**src/ioj_pkg.sv**
```systemverilog
// ----------------------------------------------------------------------------
// ioj_pkg
// Shared constants and types of the interval overlap join.
// ----------------------------------------------------------------------------
`default_nettype none

package ioj_pkg;

    localparam int DEFAULT_WINDOW_DEPTH = 16;
    localparam int DEFAULT_INDEX_BITS   = 24;
    localparam int POS_BITS             = 32;
    localparam int RESULT_LIMIT         = 16;

    typedef enum logic [2:0] {
        ST_IDLE  = 3'b001,
        ST_SCAN  = 3'b010,
        ST_FLUSH = 3'b100
    } state_t;

    // keep: entry survives pruning; overlap: entry and probe share a position
    typedef struct packed {
        logic keep;
        logic overlap;
    } cmp_res_t;

endpackage

`default_nettype wire

```
**src/ioj_if.sv**
```systemverilog
// ----------------------------------------------------------------------------
// ioj_in_if / ioj_out_if
// Valid/ready channels for intervals in and overlap pairs out.
// ----------------------------------------------------------------------------
`default_nettype none

interface ioj_in_if #(
    parameter int IDX_W = ioj_pkg::DEFAULT_INDEX_BITS
);
    logic                         valid;
    logic                         ready;
    logic                         job_start;
    logic                         from_first_set;
    logic [ioj_pkg::POS_BITS-1:0] interval_start;
    logic [ioj_pkg::POS_BITS-1:0] interval_stop;
    logic [IDX_W-1:0]             interval_index;

    modport source (
        output valid, job_start, from_first_set, interval_start, interval_stop,
               interval_index,
        input  ready
    );
    modport sink (
        input  valid, job_start, from_first_set, interval_start, interval_stop,
               interval_index,
        output ready
    );
endinterface

interface ioj_out_if #(
    parameter int IDX_W = ioj_pkg::DEFAULT_INDEX_BITS
);
    logic             valid;
    logic             ready;
    logic             pair_valid;
    logic [IDX_W-1:0] first_set_index;
    logic [IDX_W-1:0] second_set_index;
    logic             window_overflow;
    logic             last_result;

    modport source (
        output valid, pair_valid, first_set_index, second_set_index, window_overflow,
               last_result,
        input  ready
    );
    modport sink (
        input  valid, pair_valid, first_set_index, second_set_index, window_overflow,
               last_result,
        output ready
    );
endinterface

`default_nettype wire

```
**src/ioj_ram.sv**
```systemverilog
// ----------------------------------------------------------------------------
// ioj_ram
// Generic single-write, single-read RAM with registered read data.
// ----------------------------------------------------------------------------
`default_nettype none

module ioj_ram #(
    parameter int  WIDTH  = 8,
    parameter int  DEPTH  = 16,
    localparam int ADDR_W = $clog2(DEPTH)
) (
    input  wire logic              clk,
    input  wire logic              we,
    input  wire logic [ADDR_W-1:0] waddr,
    input  wire logic [WIDTH-1:0]  wdata,
    input  wire logic [ADDR_W-1:0] raddr,
    output logic      [WIDTH-1:0]  rdata
);

    logic [WIDTH-1:0] mem [DEPTH];

    always_ff @(posedge clk)
    begin
        if (we)
        begin
            mem[waddr] <= wdata;
        end
        rdata <= mem[raddr];
    end

endmodule

`default_nettype wire

```
**src/ioj_overlap_unit.sv**
```systemverilog
// ----------------------------------------------------------------------------
// ioj_overlap_unit
// Compares one window entry against the current interval: prune and overlap.
// ----------------------------------------------------------------------------
`default_nettype none

module ioj_overlap_unit (
    input  wire logic [ioj_pkg::POS_BITS-1:0] entry_start,
    input  wire logic [ioj_pkg::POS_BITS-1:0] entry_stop,
    input  wire logic [ioj_pkg::POS_BITS-1:0] probe_start,
    input  wire logic [ioj_pkg::POS_BITS-1:0] probe_stop,
    output ioj_pkg::cmp_res_t                 res
);

    // min(stops) >= max(starts), unsigned
    always_comb
    begin
        res.keep    = entry_stop >= probe_start;
        res.overlap = (entry_stop >= entry_start) && (entry_stop >= probe_start) &&
                      (probe_stop >= entry_start) && (probe_stop >= probe_start);
    end

endmodule

`default_nettype wire

```
**src/interval_overlap_join_top.sv**
```systemverilog
// ----------------------------------------------------------------------------
// interval_overlap_join_top
// Sweep-line overlap join of two interval sets with one window per set.
//
//   channel    dir  transaction
//   intervals  in   job_start, from_first_set, interval_start/stop, index
//   pairs      out  pair_valid, first/second_set_index, overflow, last_result
//
// One transaction in runs accept, scan and last result; L = entries in the other window
// (0 to WINDOW_DEPTH): accept in IDLE, one window entry per cycle through the shared
// compare unit with registered RAM read while not stalled, then FLUSH for the last result.
// Output back-pressure stalls the scan whenever a held pair must leave while
// the output register is still full, and holds the last cycle the same way.
// Reset clears the window counts; window RAM contents need no clearing.
// ----------------------------------------------------------------------------
`default_nettype none

module interval_overlap_join_top #(
    parameter int WINDOW_DEPTH = ioj_pkg::DEFAULT_WINDOW_DEPTH,
    parameter int INDEX_BITS   = ioj_pkg::DEFAULT_INDEX_BITS
) (
    input  wire logic clk,
    input  wire logic rst_n,
    ioj_in_if.sink    intervals,
    ioj_out_if.source pairs
);

    localparam int CNT_W   = $clog2(WINDOW_DEPTH + 1);
    localparam int ADDR_W  = $clog2(WINDOW_DEPTH);
    localparam int PB      = ioj_pkg::POS_BITS;
    localparam int ENTRY_W = 2 * PB + INDEX_BITS;
    localparam int N_W     = $clog2(ioj_pkg::RESULT_LIMIT + 1);

    ioj_pkg::state_t state_reg, state_next;

    logic                  first_reg, first_next;
    logic [PB-1:0]         st_reg, st_next;
    logic [PB-1:0]         sp_reg, sp_next;
    logic [INDEX_BITS-1:0] idx_reg, idx_next;
    logic                  ovf_reg, ovf_next;
    logic [CNT_W-1:0]      len_reg, len_next;
    logic [CNT_W-1:0]      r_reg, r_next;
    logic [CNT_W-1:0]      w_reg, w_next;
    logic [N_W-1:0]        n_reg, n_next;
    logic                  held_valid_reg, held_valid_next;
    logic [INDEX_BITS-1:0] held_one_reg, held_one_next;
    logic [INDEX_BITS-1:0] held_two_reg, held_two_next;
    logic [CNT_W-1:0]      cnt_one_reg, cnt_one_next;
    logic [CNT_W-1:0]      cnt_two_reg, cnt_two_next;

    logic                  out_valid_reg, out_valid_next;
    logic                  out_pair_reg, out_pair_next;
    logic [INDEX_BITS-1:0] out_one_reg, out_one_next;
    logic [INDEX_BITS-1:0] out_two_reg, out_two_next;
    logic                  out_ovf_reg, out_ovf_next;
    logic                  out_last_reg, out_last_next;

    logic                  accept;
    logic                  out_free;
    logic [CNT_W-1:0]      mc_eff;
    logic [CNT_W-1:0]      oc_eff;
    logic                  app_ok;
    logic [ENTRY_W-1:0]    rd_one;
    logic [ENTRY_W-1:0]    rd_two;
    logic [ENTRY_W-1:0]    entry;
    logic [PB-1:0]         ent_start;
    logic [PB-1:0]         ent_stop;
    logic [INDEX_BITS-1:0] ent_idx;
    ioj_pkg::cmp_res_t     cmp;
    logic                  hit;
    logic                  scan_stall;
    logic                  advance;
    logic [CNT_W-1:0]      r_inc;
    logic                  last_entry;
    logic [ADDR_W-1:0]     raddr;
    logic [ENTRY_W-1:0]    app_data;
    logic                  we_one;
    logic                  we_two;
    logic [ADDR_W-1:0]     waddr_one;
    logic [ADDR_W-1:0]     waddr_two;
    logic [ENTRY_W-1:0]    wdata_one;
    logic [ENTRY_W-1:0]    wdata_two;
    logic [INDEX_BITS-1:0] pair_one;
    logic [INDEX_BITS-1:0] pair_two;

    assign intervals.ready = (state_reg == ioj_pkg::ST_IDLE);
    assign accept          = intervals.valid && intervals.ready;
    assign out_free        = !out_valid_reg || pairs.ready;

    assign mc_eff = intervals.job_start ? '0 :
                    (intervals.from_first_set ? cnt_one_reg : cnt_two_reg);
    assign oc_eff = intervals.job_start ? '0 :
                    (intervals.from_first_set ? cnt_two_reg : cnt_one_reg);
    assign app_ok = mc_eff < CNT_W'(WINDOW_DEPTH);

    assign entry     = first_reg ? rd_two : rd_one;
    assign ent_start = entry[ENTRY_W-1 -: PB];
    assign ent_stop  = entry[ENTRY_W-PB-1 -: PB];
    assign ent_idx   = entry[INDEX_BITS-1:0];

    ioj_overlap_unit u_cmp (
        .entry_start (ent_start),
        .entry_stop  (ent_stop),
        .probe_start (st_reg),
        .probe_stop  (sp_reg),
        .res         (cmp)
    );

    assign hit        = cmp.keep && cmp.overlap && (n_reg < N_W'(ioj_pkg::RESULT_LIMIT));
    assign scan_stall = hit && held_valid_reg && !out_free;
    assign advance    = (state_reg == ioj_pkg::ST_SCAN) && !scan_stall;
    assign r_inc      = r_reg + 1'b1;
    assign last_entry = (r_inc == len_reg);
    assign pair_one   = first_reg ? idx_reg : ent_idx;
    assign pair_two   = first_reg ? ent_idx : idx_reg;

    // read the next entry early so its data is in the registered RAM output when the scan reaches it
    always_comb
    begin
        if (accept)
        begin
            raddr = '0;
        end
        else if (advance)
        begin
            raddr = r_inc[ADDR_W-1:0];
        end
        else
        begin
            raddr = r_reg[ADDR_W-1:0];
        end
    end

    // append to own window on accept, compact the other window during scan
    assign app_data = {intervals.interval_start, intervals.interval_stop,
                       intervals.interval_index};

    always_comb
    begin
        we_one    = 1'b0;
        we_two    = 1'b0;
        waddr_one = w_reg[ADDR_W-1:0];
        waddr_two = w_reg[ADDR_W-1:0];
        wdata_one = entry;
        wdata_two = entry;
        if (accept)
        begin
            if (intervals.from_first_set)
            begin
                we_one    = app_ok;
                waddr_one = mc_eff[ADDR_W-1:0];
                wdata_one = app_data;
            end
            else
            begin
                we_two    = app_ok;
                waddr_two = mc_eff[ADDR_W-1:0];
                wdata_two = app_data;
            end
        end
        else if (advance && cmp.keep)
        begin
            we_one = !first_reg;
            we_two = first_reg;
        end
    end

    ioj_ram #(
        .WIDTH (ENTRY_W),
        .DEPTH (WINDOW_DEPTH)
    ) u_win_one (
        .clk   (clk),
        .we    (we_one),
        .waddr (waddr_one),
        .wdata (wdata_one),
        .raddr (raddr),
        .rdata (rd_one)
    );

    ioj_ram #(
        .WIDTH (ENTRY_W),
        .DEPTH (WINDOW_DEPTH)
    ) u_win_two (
        .clk   (clk),
        .we    (we_two),
        .waddr (waddr_two),
        .wdata (wdata_two),
        .raddr (raddr),
        .rdata (rd_two)
    );

    always_comb
    begin
        state_next      = state_reg;
        first_next      = first_reg;
        st_next         = st_reg;
        sp_next         = sp_reg;
        idx_next        = idx_reg;
        ovf_next        = ovf_reg;
        len_next        = len_reg;
        r_next          = r_reg;
        w_next          = w_reg;
        n_next          = n_reg;
        held_valid_next = held_valid_reg;
        held_one_next   = held_one_reg;
        held_two_next   = held_two_reg;
        cnt_one_next    = cnt_one_reg;
        cnt_two_next    = cnt_two_reg;
        out_valid_next  = out_valid_reg && !pairs.ready;
        out_pair_next   = out_pair_reg;
        out_one_next    = out_one_reg;
        out_two_next    = out_two_reg;
        out_ovf_next    = out_ovf_reg;
        out_last_next   = out_last_reg;

        case (state_reg)
            ioj_pkg::ST_IDLE:
            begin
                if (accept)
                begin
                    first_next      = intervals.from_first_set;
                    st_next         = intervals.interval_start;
                    sp_next         = intervals.interval_stop;
                    idx_next        = intervals.interval_index;
                    ovf_next        = !app_ok;
                    len_next        = oc_eff;
                    r_next          = '0;
                    w_next          = '0;
                    n_next          = '0;
                    held_valid_next = 1'b0;
                    if (intervals.job_start)
                    begin
                        cnt_one_next = '0;
                        cnt_two_next = '0;
                    end
                    if (app_ok)
                    begin
                        if (intervals.from_first_set)
                        begin
                            cnt_one_next = mc_eff + 1'b1;
                        end
                        else
                        begin
                            cnt_two_next = mc_eff + 1'b1;
                        end
                    end
                    state_next = (oc_eff == '0) ? ioj_pkg::ST_FLUSH : ioj_pkg::ST_SCAN;
                end
            end
            ioj_pkg::ST_SCAN:
            begin
                if (advance)
                begin
                    r_next = r_inc;
                    if (cmp.keep)
                    begin
                        w_next = w_reg + 1'b1;
                    end
                    if (hit)
                    begin
                        if (held_valid_reg)
                        begin
                            out_valid_next = 1'b1;
                            out_pair_next  = 1'b1;
                            out_one_next   = held_one_reg;
                            out_two_next   = held_two_reg;
                            out_ovf_next   = 1'b0;
                            out_last_next  = 1'b0;
                        end
                        held_valid_next = 1'b1;
                        held_one_next   = pair_one;
                        held_two_next   = pair_two;
                        n_next          = n_reg + 1'b1;
                    end
                    if (last_entry)
                    begin
                        if (first_reg)
                        begin
                            cnt_two_next = w_next;
                        end
                        else
                        begin
                            cnt_one_next = w_next;
                        end
                        state_next = ioj_pkg::ST_FLUSH;
                    end
                end
            end
            ioj_pkg::ST_FLUSH:
            begin
                if (out_free)
                begin
                    out_valid_next = 1'b1;
                    out_pair_next  = held_valid_reg;
                    out_one_next   = held_valid_reg ? held_one_reg : '0;
                    out_two_next   = held_valid_reg ? held_two_reg : '0;
                    out_ovf_next   = ovf_reg;
                    out_last_next  = 1'b1;
                    state_next     = ioj_pkg::ST_IDLE;
                end
            end
            default:
            begin
                state_next = ioj_pkg::ST_IDLE;
            end
        endcase
    end

    always_ff @(posedge clk or negedge rst_n)
    begin
        if (!rst_n)
        begin
            state_reg      <= ioj_pkg::ST_IDLE;
            cnt_one_reg    <= '0;
            cnt_two_reg    <= '0;
            out_valid_reg  <= 1'b0;
            held_valid_reg <= 1'b0;
            n_reg          <= '0;
            r_reg          <= '0;
            w_reg          <= '0;
            len_reg        <= '0;
        end
        else
        begin
            state_reg      <= state_next;
            cnt_one_reg    <= cnt_one_next;
            cnt_two_reg    <= cnt_two_next;
            out_valid_reg  <= out_valid_next;
            held_valid_reg <= held_valid_next;
            n_reg          <= n_next;
            r_reg          <= r_next;
            w_reg          <= w_next;
            len_reg        <= len_next;
        end
    end

    always_ff @(posedge clk)
    begin
        first_reg     <= first_next;
        st_reg        <= st_next;
        sp_reg        <= sp_next;
        idx_reg       <= idx_next;
        ovf_reg       <= ovf_next;
        held_one_reg  <= held_one_next;
        held_two_reg  <= held_two_next;
        out_pair_reg  <= out_pair_next;
        out_one_reg   <= out_one_next;
        out_two_reg   <= out_two_next;
        out_ovf_reg   <= out_ovf_next;
        out_last_reg  <= out_last_next;
    end

    assign pairs.valid            = out_valid_reg;
    assign pairs.pair_valid       = out_pair_reg;
    assign pairs.first_set_index  = out_one_reg;
    assign pairs.second_set_index = out_two_reg;
    assign pairs.window_overflow  = out_ovf_reg;
    assign pairs.last_result      = out_last_reg;

    a_cnt_bound: assert property (@(posedge clk) disable iff (!rst_n)
        (cnt_one_reg <= CNT_W'(WINDOW_DEPTH)) && (cnt_two_reg <= CNT_W'(WINDOW_DEPTH)))
        else $error("window count above depth");

    a_compact_order: assert property (@(posedge clk) disable iff (!rst_n)
        (state_reg == ioj_pkg::ST_SCAN) |-> ((w_reg <= r_reg) && (r_reg < len_reg)))
        else $error("compaction pointer passed read pointer");

    a_result_limit: assert property (@(posedge clk) disable iff (!rst_n)
        (n_reg <= N_W'(ioj_pkg::RESULT_LIMIT)) && (!held_valid_reg || (n_reg != '0)))
        else $error("pair count inconsistent");

    a_flush_last: assert property (@(posedge clk) disable iff (!rst_n)
        ((state_reg == ioj_pkg::ST_FLUSH) && out_free) |=> (out_valid_reg && out_last_reg))
        else $error("flush did not produce last result");

    a_no_accept_busy: assert property (@(posedge clk) disable iff (!rst_n)
        (state_reg != ioj_pkg::ST_IDLE) |-> !accept)
        else $error("input taken while busy");

endmodule

`default_nettype wire
```
**src/flat_wrapper.sv**
```systemverilog
// flat-port wrapper written by rule: the top's interface ports become plain ports
module interval_overlap_join_top_flat 
#(
    parameter int WINDOW_DEPTH = ioj_pkg::DEFAULT_WINDOW_DEPTH,
    parameter int INDEX_BITS   = ioj_pkg::DEFAULT_INDEX_BITS
)
  (clk, rst_n, intervals_valid, intervals_job_start, intervals_from_first_set, intervals_interval_start, intervals_interval_stop, intervals_interval_index, intervals_ready, pairs_valid, pairs_pair_valid, pairs_first_set_index, pairs_second_set_index, pairs_window_overflow, pairs_last_result, pairs_ready);
  ioj_in_if intervals_i ();
  ioj_out_if pairs_i ();
  input  wire logic clk;
  input  wire logic rst_n;
  input wire logic [$bits(intervals_i.valid)-1:0] intervals_valid;
  input wire logic [$bits(intervals_i.job_start)-1:0] intervals_job_start;
  input wire logic [$bits(intervals_i.from_first_set)-1:0] intervals_from_first_set;
  input wire logic [$bits(intervals_i.interval_start)-1:0] intervals_interval_start;
  input wire logic [$bits(intervals_i.interval_stop)-1:0] intervals_interval_stop;
  input wire logic [$bits(intervals_i.interval_index)-1:0] intervals_interval_index;
  output wire logic [$bits(intervals_i.ready)-1:0] intervals_ready;
  output wire logic [$bits(pairs_i.valid)-1:0] pairs_valid;
  output wire logic [$bits(pairs_i.pair_valid)-1:0] pairs_pair_valid;
  output wire logic [$bits(pairs_i.first_set_index)-1:0] pairs_first_set_index;
  output wire logic [$bits(pairs_i.second_set_index)-1:0] pairs_second_set_index;
  output wire logic [$bits(pairs_i.window_overflow)-1:0] pairs_window_overflow;
  output wire logic [$bits(pairs_i.last_result)-1:0] pairs_last_result;
  input wire logic [$bits(pairs_i.ready)-1:0] pairs_ready;
  assign intervals_i.valid = intervals_valid;
  assign intervals_i.job_start = intervals_job_start;
  assign intervals_i.from_first_set = intervals_from_first_set;
  assign intervals_i.interval_start = intervals_interval_start;
  assign intervals_i.interval_stop = intervals_interval_stop;
  assign intervals_i.interval_index = intervals_interval_index;
  assign intervals_ready = intervals_i.ready;
  assign pairs_valid = pairs_i.valid;
  assign pairs_pair_valid = pairs_i.pair_valid;
  assign pairs_first_set_index = pairs_i.first_set_index;
  assign pairs_second_set_index = pairs_i.second_set_index;
  assign pairs_window_overflow = pairs_i.window_overflow;
  assign pairs_last_result = pairs_i.last_result;
  assign pairs_i.ready = pairs_ready;
  interval_overlap_join_top #(.WINDOW_DEPTH(WINDOW_DEPTH), .INDEX_BITS(INDEX_BITS)) u_core (.clk(clk), .rst_n(rst_n), .intervals(intervals_i), .pairs(pairs_i));
endmodule
```
**config.mk**
```make
export PLATFORM = sky130hd
export DESIGN_NAME = interval_overlap_join_top_flat
export DESIGN_NICKNAME = d
export VERILOG_FILES = /design/src/ioj_pkg.sv /design/src/ioj_if.sv /design/src/ioj_ram.sv /design/src/ioj_overlap_unit.sv /design/src/interval_overlap_join_top.sv /design/src/flat_wrapper.sv
export SDC_FILE = /design/constraint.sdc
export NUM_CORES = 2
export LEC_CHECK = 0
export ABC_AREA = 1
export BUFFER_PORTS_ARGS = -buffer_cell sky130_fd_sc_hd__buf_4
export CAP_MARGIN = 25
export CORE_MARGIN = 2
export CORE_UTILIZATION = 50
export DETAILED_ROUTE_END_ITERATION = 8
export PLACE_DENSITY = 0.65
export SKIP_LAST_GASP = 1
export SYNTH_ARGS = -nofsm -noshare
export SYNTH_HDL_FRONTEND = slang
export SYNTH_SLANG_ARGS = --single-unit
```
**constraint.sdc**
```tcl
create_clock -name clk -period 24.6 [get_ports clk]
set_clock_uncertainty 0.2 [all_clocks]
set_input_delay 3.69 -clock clk [delete_from_list [all_inputs] [get_ports clk]]
set_output_delay 3.69 -clock clk [all_outputs]
set_load 0.01 [all_outputs]
```
# Yosys cells after proc, flatten, opt, wreduce, memory -nomap -nowiden
# Memory sizes are Yosys's and may differ from the RTL's. A register that Yosys moved wholly into a read port is not among the register bits.
# Index checks and enable logic that the tools add are counted.
dict set report totals {
  ff_bits 224
  ram_bits 2816
  output_inout_bits 53
  wordCells 165
  memories 2
}
# name words width read_ports rd_clocked_by_memory_dff wr line_no
set mem_list {}
lappend mem_list {u_core.u_win_one.mem 16 88 1 1 1 ioj_ram.sv:20} ;# logic [WIDTH-1:0] mem [DEPTH];
lappend mem_list {u_core.u_win_two.mem 16 88 1 1 1 ioj_ram.sv:20}
dict set report op_classes {
  addsub 4
  magnitude_cmp 6
  n_eq_ne 12
  n_mux 91
  reduce_logical 29
}
# cell n
set op_table {}
lappend op_table {{88-bit two-way mux} 5}
lappend op_table {{24-bit two-way mux} 12}
lappend op_table {{32-bit >= comparator} 4}
lappend op_table {{5-bit two-way mux} 24}
lappend op_table {{24-bit case mux with 2 select lines} 2}
lappend op_table {{5-bit case mux with 2 select lines} 5}
lappend op_table {{1-bit two-way mux} 26}
lappend op_table {{4-bit two-way mux} 6}
lappend op_table {{5-bit by 1-bit adder with 5-bit output (second input constant)} 4}
lappend op_table {{3-bit two-way mux} 5}
lappend op_table {{5-bit AND reduction} 3}
lappend op_table {{2-bit by 1-bit != test with 1-bit output (second input constant)} 6}
lappend op_table {{1-bit logical AND} 11}
lappend op_table {{5-bit < comparator (second input constant)} 2}
lappend op_table {{1-bit case mux with 2 select lines} 5}
lappend op_table {{3-bit case mux with 3 select lines} 1}
lappend op_table {{4-bit AND reduction} 2}
lappend op_table {{1-bit zero test} 6}
lappend op_table {{3-bit AND reduction} 2}
lappend op_table {{5-bit == test} 1}
lappend op_table {{5-bit zero test} 1}
lappend op_table {{2-bit != test (second input constant)} 2}
lappend op_table {{2-bit nonzero test} 2}
lappend op_table {{3-bit by 1-bit == test with 1-bit output (second input constant)} 1}
lappend op_table {{4 further kinds} 4}

# Logic depth before layout (Yosys ltp)
dict set report depth {
  word_depth 16
  ltp_mapped 30
  ltp_nobuf 26
}

# Cells and area by module
# Synthesis repeated with hierarchy kept, for this count alone.
dict set report unflattened {
  cells_unflattened 13532
  hier_area_um2 138794.4
}
# module instances cells_each area_each_um2 seq_area_each_um2
set modules_own_cells {}
lappend modules_own_cells {ioj_ram 2 5778 61702.9 44042.2}
lappend modules_own_cells {interval_overlap_join_top 1 1495 12180.4 6552.5}
lappend modules_own_cells {ioj_overlap_unit 1 481 3208.1 0.0}

# Worst setup path before layout
# OpenSTA, ideal clock, no wires.
dict set report synth_path {
  kind {input -> register}
  from {in intervals_valid}
  to {mem u_core.u_win_one.mem[0][0] in the netlist's numbering (enable)}
  setup_ns 0.536
  t_arrival_ns 10.196
  required_ns 23.864
  slack_ns 13.668
  path_stages 9
  path_cell_list {inv_1 > nor2_4 > inv_2 > clkbuf_1 > nor2_2 > inv_1 > o21ai_0 > nand3_1 > nor2_1}
}
dict set report synth_via {
  elab_chain_len 4
  elab_cells_between_ends 5
  cone_classes {mux: 4; reduce/logical: 1}
}
# element line_no
set synth_rtl {}
lappend synth_rtl {{start, declared} flat_wrapper.sv:12} ;# input wire logic [$bits(intervals_i.valid)-1:0] intervals_valid;
lappend synth_rtl {{1-bit logical AND *} interval_overlap_join_top.sv:87} ;# assign accept = intervals.valid && intervals.ready;
lappend synth_rtl {{1-bit two-way mux} interval_overlap_join_top.sv:146} ;# if (accept)
lappend synth_rtl {{1-bit two-way mux} ioj_ram.sv:24} ;# if (we)
lappend synth_rtl {{1-bit two-way mux (not written as such)} ioj_ram.sv:26} ;# mem[waddr] <= wdata;
lappend synth_rtl {{end, declared} ioj_ram.sv:20}
# Every way passes the cells marked *; elsewhere a longest branch is shown, timed or not.

# Worst setup path in the final report
dict set report layout_path {
  from {reg u_core.first_reg}
  to {reg u_core.u_win_one.rdata[35], read port of u_core.u_win_one.mem}
}
dict set report layout_via {
  elab_chain_len 13
  elab_cells_between_ends 15
  cone_classes {order compare: 3; mux: 3; reduce/logical: 9}
}
# element line_no
set layout_rtl {}
lappend layout_rtl {{start, declared} interval_overlap_join_top.sv:36} ;# logic first_reg, first_next;
lappend layout_rtl {{start signal, assigned} interval_overlap_join_top.sv:339} ;# first_reg <= first_next;
lappend layout_rtl {{88-bit two-way mux *} interval_overlap_join_top.sv:96} ;# assign entry = first_reg ? rd_two : rd_one;
lappend layout_rtl {{32-bit >= comparator, on equally long branches} {ioj_overlap_unit.sv:19, ioj_overlap_unit.sv:18}}
lappend layout_rtl {{1-bit logical AND (2 in a row)} ioj_overlap_unit.sv:19} ;# res.overlap = (entry_stop >= entry_start) && (entry_stop >= probe_start) &&
lappend layout_rtl {{1-bit logical AND} ioj_overlap_unit.sv:20} ;# (probe_stop >= entry_start) && (probe_stop >= probe_start);
lappend layout_rtl {{1-bit logical AND * (2 in a row)} interval_overlap_join_top.sv:109} ;# assign hit = cmp.keep && cmp.overlap && (n_reg < N_W'(ioj_pkg::RESULT_LIMIT));
lappend layout_rtl {{1-bit logical AND * (2 in a row)} interval_overlap_join_top.sv:110} ;# assign scan_stall = hit && held_valid_reg && !out_free;
lappend layout_rtl {{1-bit zero test *} interval_overlap_join_top.sv:111} ;# assign advance = (state_reg == ioj_pkg::ST_SCAN) && !scan_stall;
lappend layout_rtl {{1-bit logical AND *} interval_overlap_join_top.sv:111}
lappend layout_rtl {{4-bit two-way mux *} interval_overlap_join_top.sv:124} ;# else if (advance)
lappend layout_rtl {{4-bit two-way mux *} interval_overlap_join_top.sv:120} ;# if (accept)
lappend layout_rtl {{end, declared} ioj_ram.sv:17} ;# output logic [WIDTH-1:0] rdata
# Marked as above.
# A chain may end at the register's enable or synchronous reset.

==> flow_metrics.py <==
metrics = {
    "drt": {
        "vias": 101000,
        "drcViolationCount": 0,
        "antenna_left": 0,
        "via_per_inst": 5.76,
        "wirelength_mm": 428,
        "drtIter0Drc": 13700,
        "wire_per_inst_um": 24.5,
        "dr.pass1.iters": 8,
    },
    "power": {
        "power.density_nw_per_um2": 117,
        "irDropWorstVdd_mv": 0.167,
        "p_leak_nw": 65.9,
    },
    "hold_path": {
        "hp-start": "u_core.len_reg[0]",
        "hold_class": "register to register",
    },
    "clock_network": {
        "postCtsSetupBuffers": 0,
        "cts-buffers-inserted": 334,
        "cts_tree": "built",
        "post_cts_resized": 0,
        "clkLatencyLatePin_ps": 950,
        "root_buffer": "clkbuf_16",
        "clock_path_buffers": 4,
        "cts_max_level": 5,
        "cts_hold_buf": 0,
        "clk_pin_slew_worst_paths_ps": 60,
        "cts_sinks": 3216,
    },
    "logic_synthesis": {
        "ys_seq_elements": 3216,
        "synthArstFlopShare": 0.0109,
        "syn_avg_cell_area_um2": 10.6,
        "ys_types": 51,
        "syn_nets": 13600,
        "synth_flop_cell": "edfxtp_1",
        "synth_cells": 13400,
        "ys_warn_count": 0,
        "syn_area_um2": 142000,
        "ys_seq_area_frac": 0.668,
        "synth_edf_count": 3005,
    },
    "sta": {
        "timing.final.crit_period_ps": 10440,
        "finalMaxSlewViolations": 0,
        "max_freq_mhz": 95.8,
        "tightest_slew_ps": 1400,
        "rsz0062_at_grt": "false",
        "finalSetupViolCount": 0,
        "finalSetupTns_ps": 0,
        "worst_slack_ps": 14160,
        "period_share": 0.424,
        "slew_headroom": 0.0670,
        "finalHoldViolations": 0,
    },
    "critical_path": {
        "critPathLaunch": "u_core.first_reg",
        "cpMostUsedCell": "nand2_1",
        "rrSetupSlack_ps": 14160,
        "end_kind": "register",
        "cp-endpoint": "u_core.u_win_one.rdata[35]",
        "reg2reg_from": "u_core.first_reg",
        "r2r_cells": 28,
        "crit_arrival_ps": 11030,
        "r2r-end": "u_core.u_win_one.rdata[35]",
        "critPathKind": "register to register",
        "cp_slowest_stage_delay_ps": 1070,
        "cp-start-kind": "register",
        "crit_slowest_cell": "clkinv_2",
        "cp.required_ps": 25190,
        "cp_max_fo": 176,
    },
    "place": {
        "routabilityCongestion": 0.869,
        "io_buffers": 146,
        "post-place-ws_ps": 14080,
        "dp.cells": 16800,
        "hpwl_mm": 215,
    },
    "job": {
        "maxCapViolations": 0,
    },
    "global_routing": {
        "grt_overflow": 0,
        "antenna_found_initial": 10,
        "grt_first_pass_wirelength_mm": 624,
        "grtUsageTotal": 0.292,
        "grt_pass1_vias": 95500,
        "grt_max_degree": 217,
    },
    "floorplanning": {
        "die_y_um": 536,
        "core.rowCount": 195,
        "io_pins": 147,
        "die_area_um2": 288000,
        "core-area_um2": 282000,
        "die_w_um": 536,
        "start_util": 0.503,
    },
    "cells_and_area": {
        "final_nets": 13700,
        "fillers": 23400,
        "final-seq-area_um2": 94600,
        "final_cells": 17500,
        "fin_util": 0.562,
        "area_growth_pct": 11.8,
        "drive_gt1_frac": 0.0767,
        "reg.largest.list": "u_core.u_win_one.mem: 1408 flops, u_core.u_win_two.mem: 1408 flops",
        "multi_input_area_um2": 34200,
    },
    "status": {
        "outcome": "complete, no violations",
    },
}
==> worst min path at each step <==
stage / to / slack, ps / cells after the start
5_1_grt: u_core.len_reg[3] / 340 / 2
4_1_cts: u_core.len_reg[4] / 310 / 2
6_report: u_core.len_reg[0] / 310 / 2
3_5_place_dp: u_core.len_reg[4] / 290 / 2
2_1_floorplan: u_core.len_reg[4] / 260 / 2
3_3_place_gp: u_core.r_reg[4] / 290 / 2
==> cell families after synthesis <==
kind of cell	share of synthesized area
flops	0.668
buf+inv	0.0932
xor+xnor	0.000556
fa+ha+maj	0.0117
mux	0.00226
compound gates	0.0138
simple gates	0.211
==> through the flow <==
step / hold slack [ps] / instance area (µm²) / total power, mW
floorplan: 264 / 142000 / 11.3
finish: 314 / 158000 / 18.5
global route: 342 / 158000 / 19.3
detailed placement: 294 / 147000 / 13.4
CTS: 309 / 158000 / 18.4
global placement: 290 / 147000 / 13.2
==> cell usage in the layout, fill, tap and decap left out, types with 5 or more instances in the layout <==
cell type | Yosys | final
clkinv_2 | 0 | 34
inv_16 | 0 | 6
buf_12 | 0 | 19
xor2_1 | 6 | 6
o21ai_0 | 268 | 227
clkbuf_8 | 0 | 35
nand4_1 | 12 | 12
buf_16 | 0 | 9
diode_2 | 0 | 7
inv_1 | 2544 | 2540
dfrtp_1 | 34 | 34
o21ai_1 | 1 | 41
dfxtp_1 | 176 | 176
mux2i_1 | 32 | 32
nand2_1 | 2167 | 2165
buf_4 | 12 | 486
a21oi_1 | 56 | 56
nor2_4 | 2 | 38
buf_6 | 6 | 9
clkinv_8 | 0 | 9
a31oi_1 | 6 | 6
o22ai_1 | 6 | 6
clkbuf_16 | 0 | 338
clkinvlp_4 | 0 | 8
ha_1 | 132 | 132
o21a_1 | 10 | 10
bufinv_16 | 0 | 20
nand3b_1 | 529 | 529
edfxtp_1 | 3005 | 3005
nand3_1 | 3375 | 3373
clkinv_16 | 0 | 6
clkinv_1 | 3 | 45
nor2_1 | 158 | 123
clkinv_4 | 0 | 5
clkbuf_1 | 334 | 117
==> metal layers <==
layer	global-route usage	routed length [µm]
met5	0	69
met4	0.119	18000
met3	0.0487	46900
met2	0.464	195000
met1	0.400	168000
==> cell usage after synthesis, types with 5 or more instances <==
cell,instances,area share
a31oi_1,6,0.00026
dfrtp_1,34,0.0060
nand2_1,2167,0.057
buf_1,59,0.0016
dfxtp_1,176,0.025
o21a_1,10,0.00053
inv_1,2544,0.067
nand4_1,12,0.00053
nor2_1,158,0.0042
nand3b_1,529,0.028
o22ai_1,6,0.00026
inv_2,5,0.00013
ha_1,132,0.012
buf_2,399,0.014
a21oi_1,56,0.0020
xor2_1,6,0.00037
buf_6,6,0.00048
nand3_1,3375,0.12
edfxtp_1,3005,0.64
buf_4,12,0.00064
mux2i_1,32,0.0023
clkbuf_1,334,0.0088
o21ai_0,268,0.0095
==> power breakdown <==
| group | internal, mW | leakage [nW] | switching, mW | total (mW) |
|---|---|---|---|---|
| combinational | 1.72 | 31.5 | 4.42 | 6.14 |
| clock | 2.87 | 5.24 | 2.16 | 5.03 |
| sequential | 7.19 | 29.1 | 0.144 | 7.34 |
==> area by class of cell <==
cell class / count / area share
Sequential cell: 3216 / 0.597
Multi-Input combinational cell: 6808 / 0.216
Inverter: 2552 / 0.0606
Clock buffer: 489 / 0.0591
Tap cell: 3743 / 0.0296
Timing Repair Buffer: 525 / 0.0278
Clock inverter: 130 / 0.00931
Antenna cell: 7 / 0.000111
==> critical path, delay by kind of cell, from the launching register on <==
kind | cells | cell delay [ps]
fa+ha+maj | 1 | 380
buf+inv | 6 | 4580
flops | 1 | 340
simple gates | 21 | 4410
No activity file was read; power rests on OpenSTA's default activity.
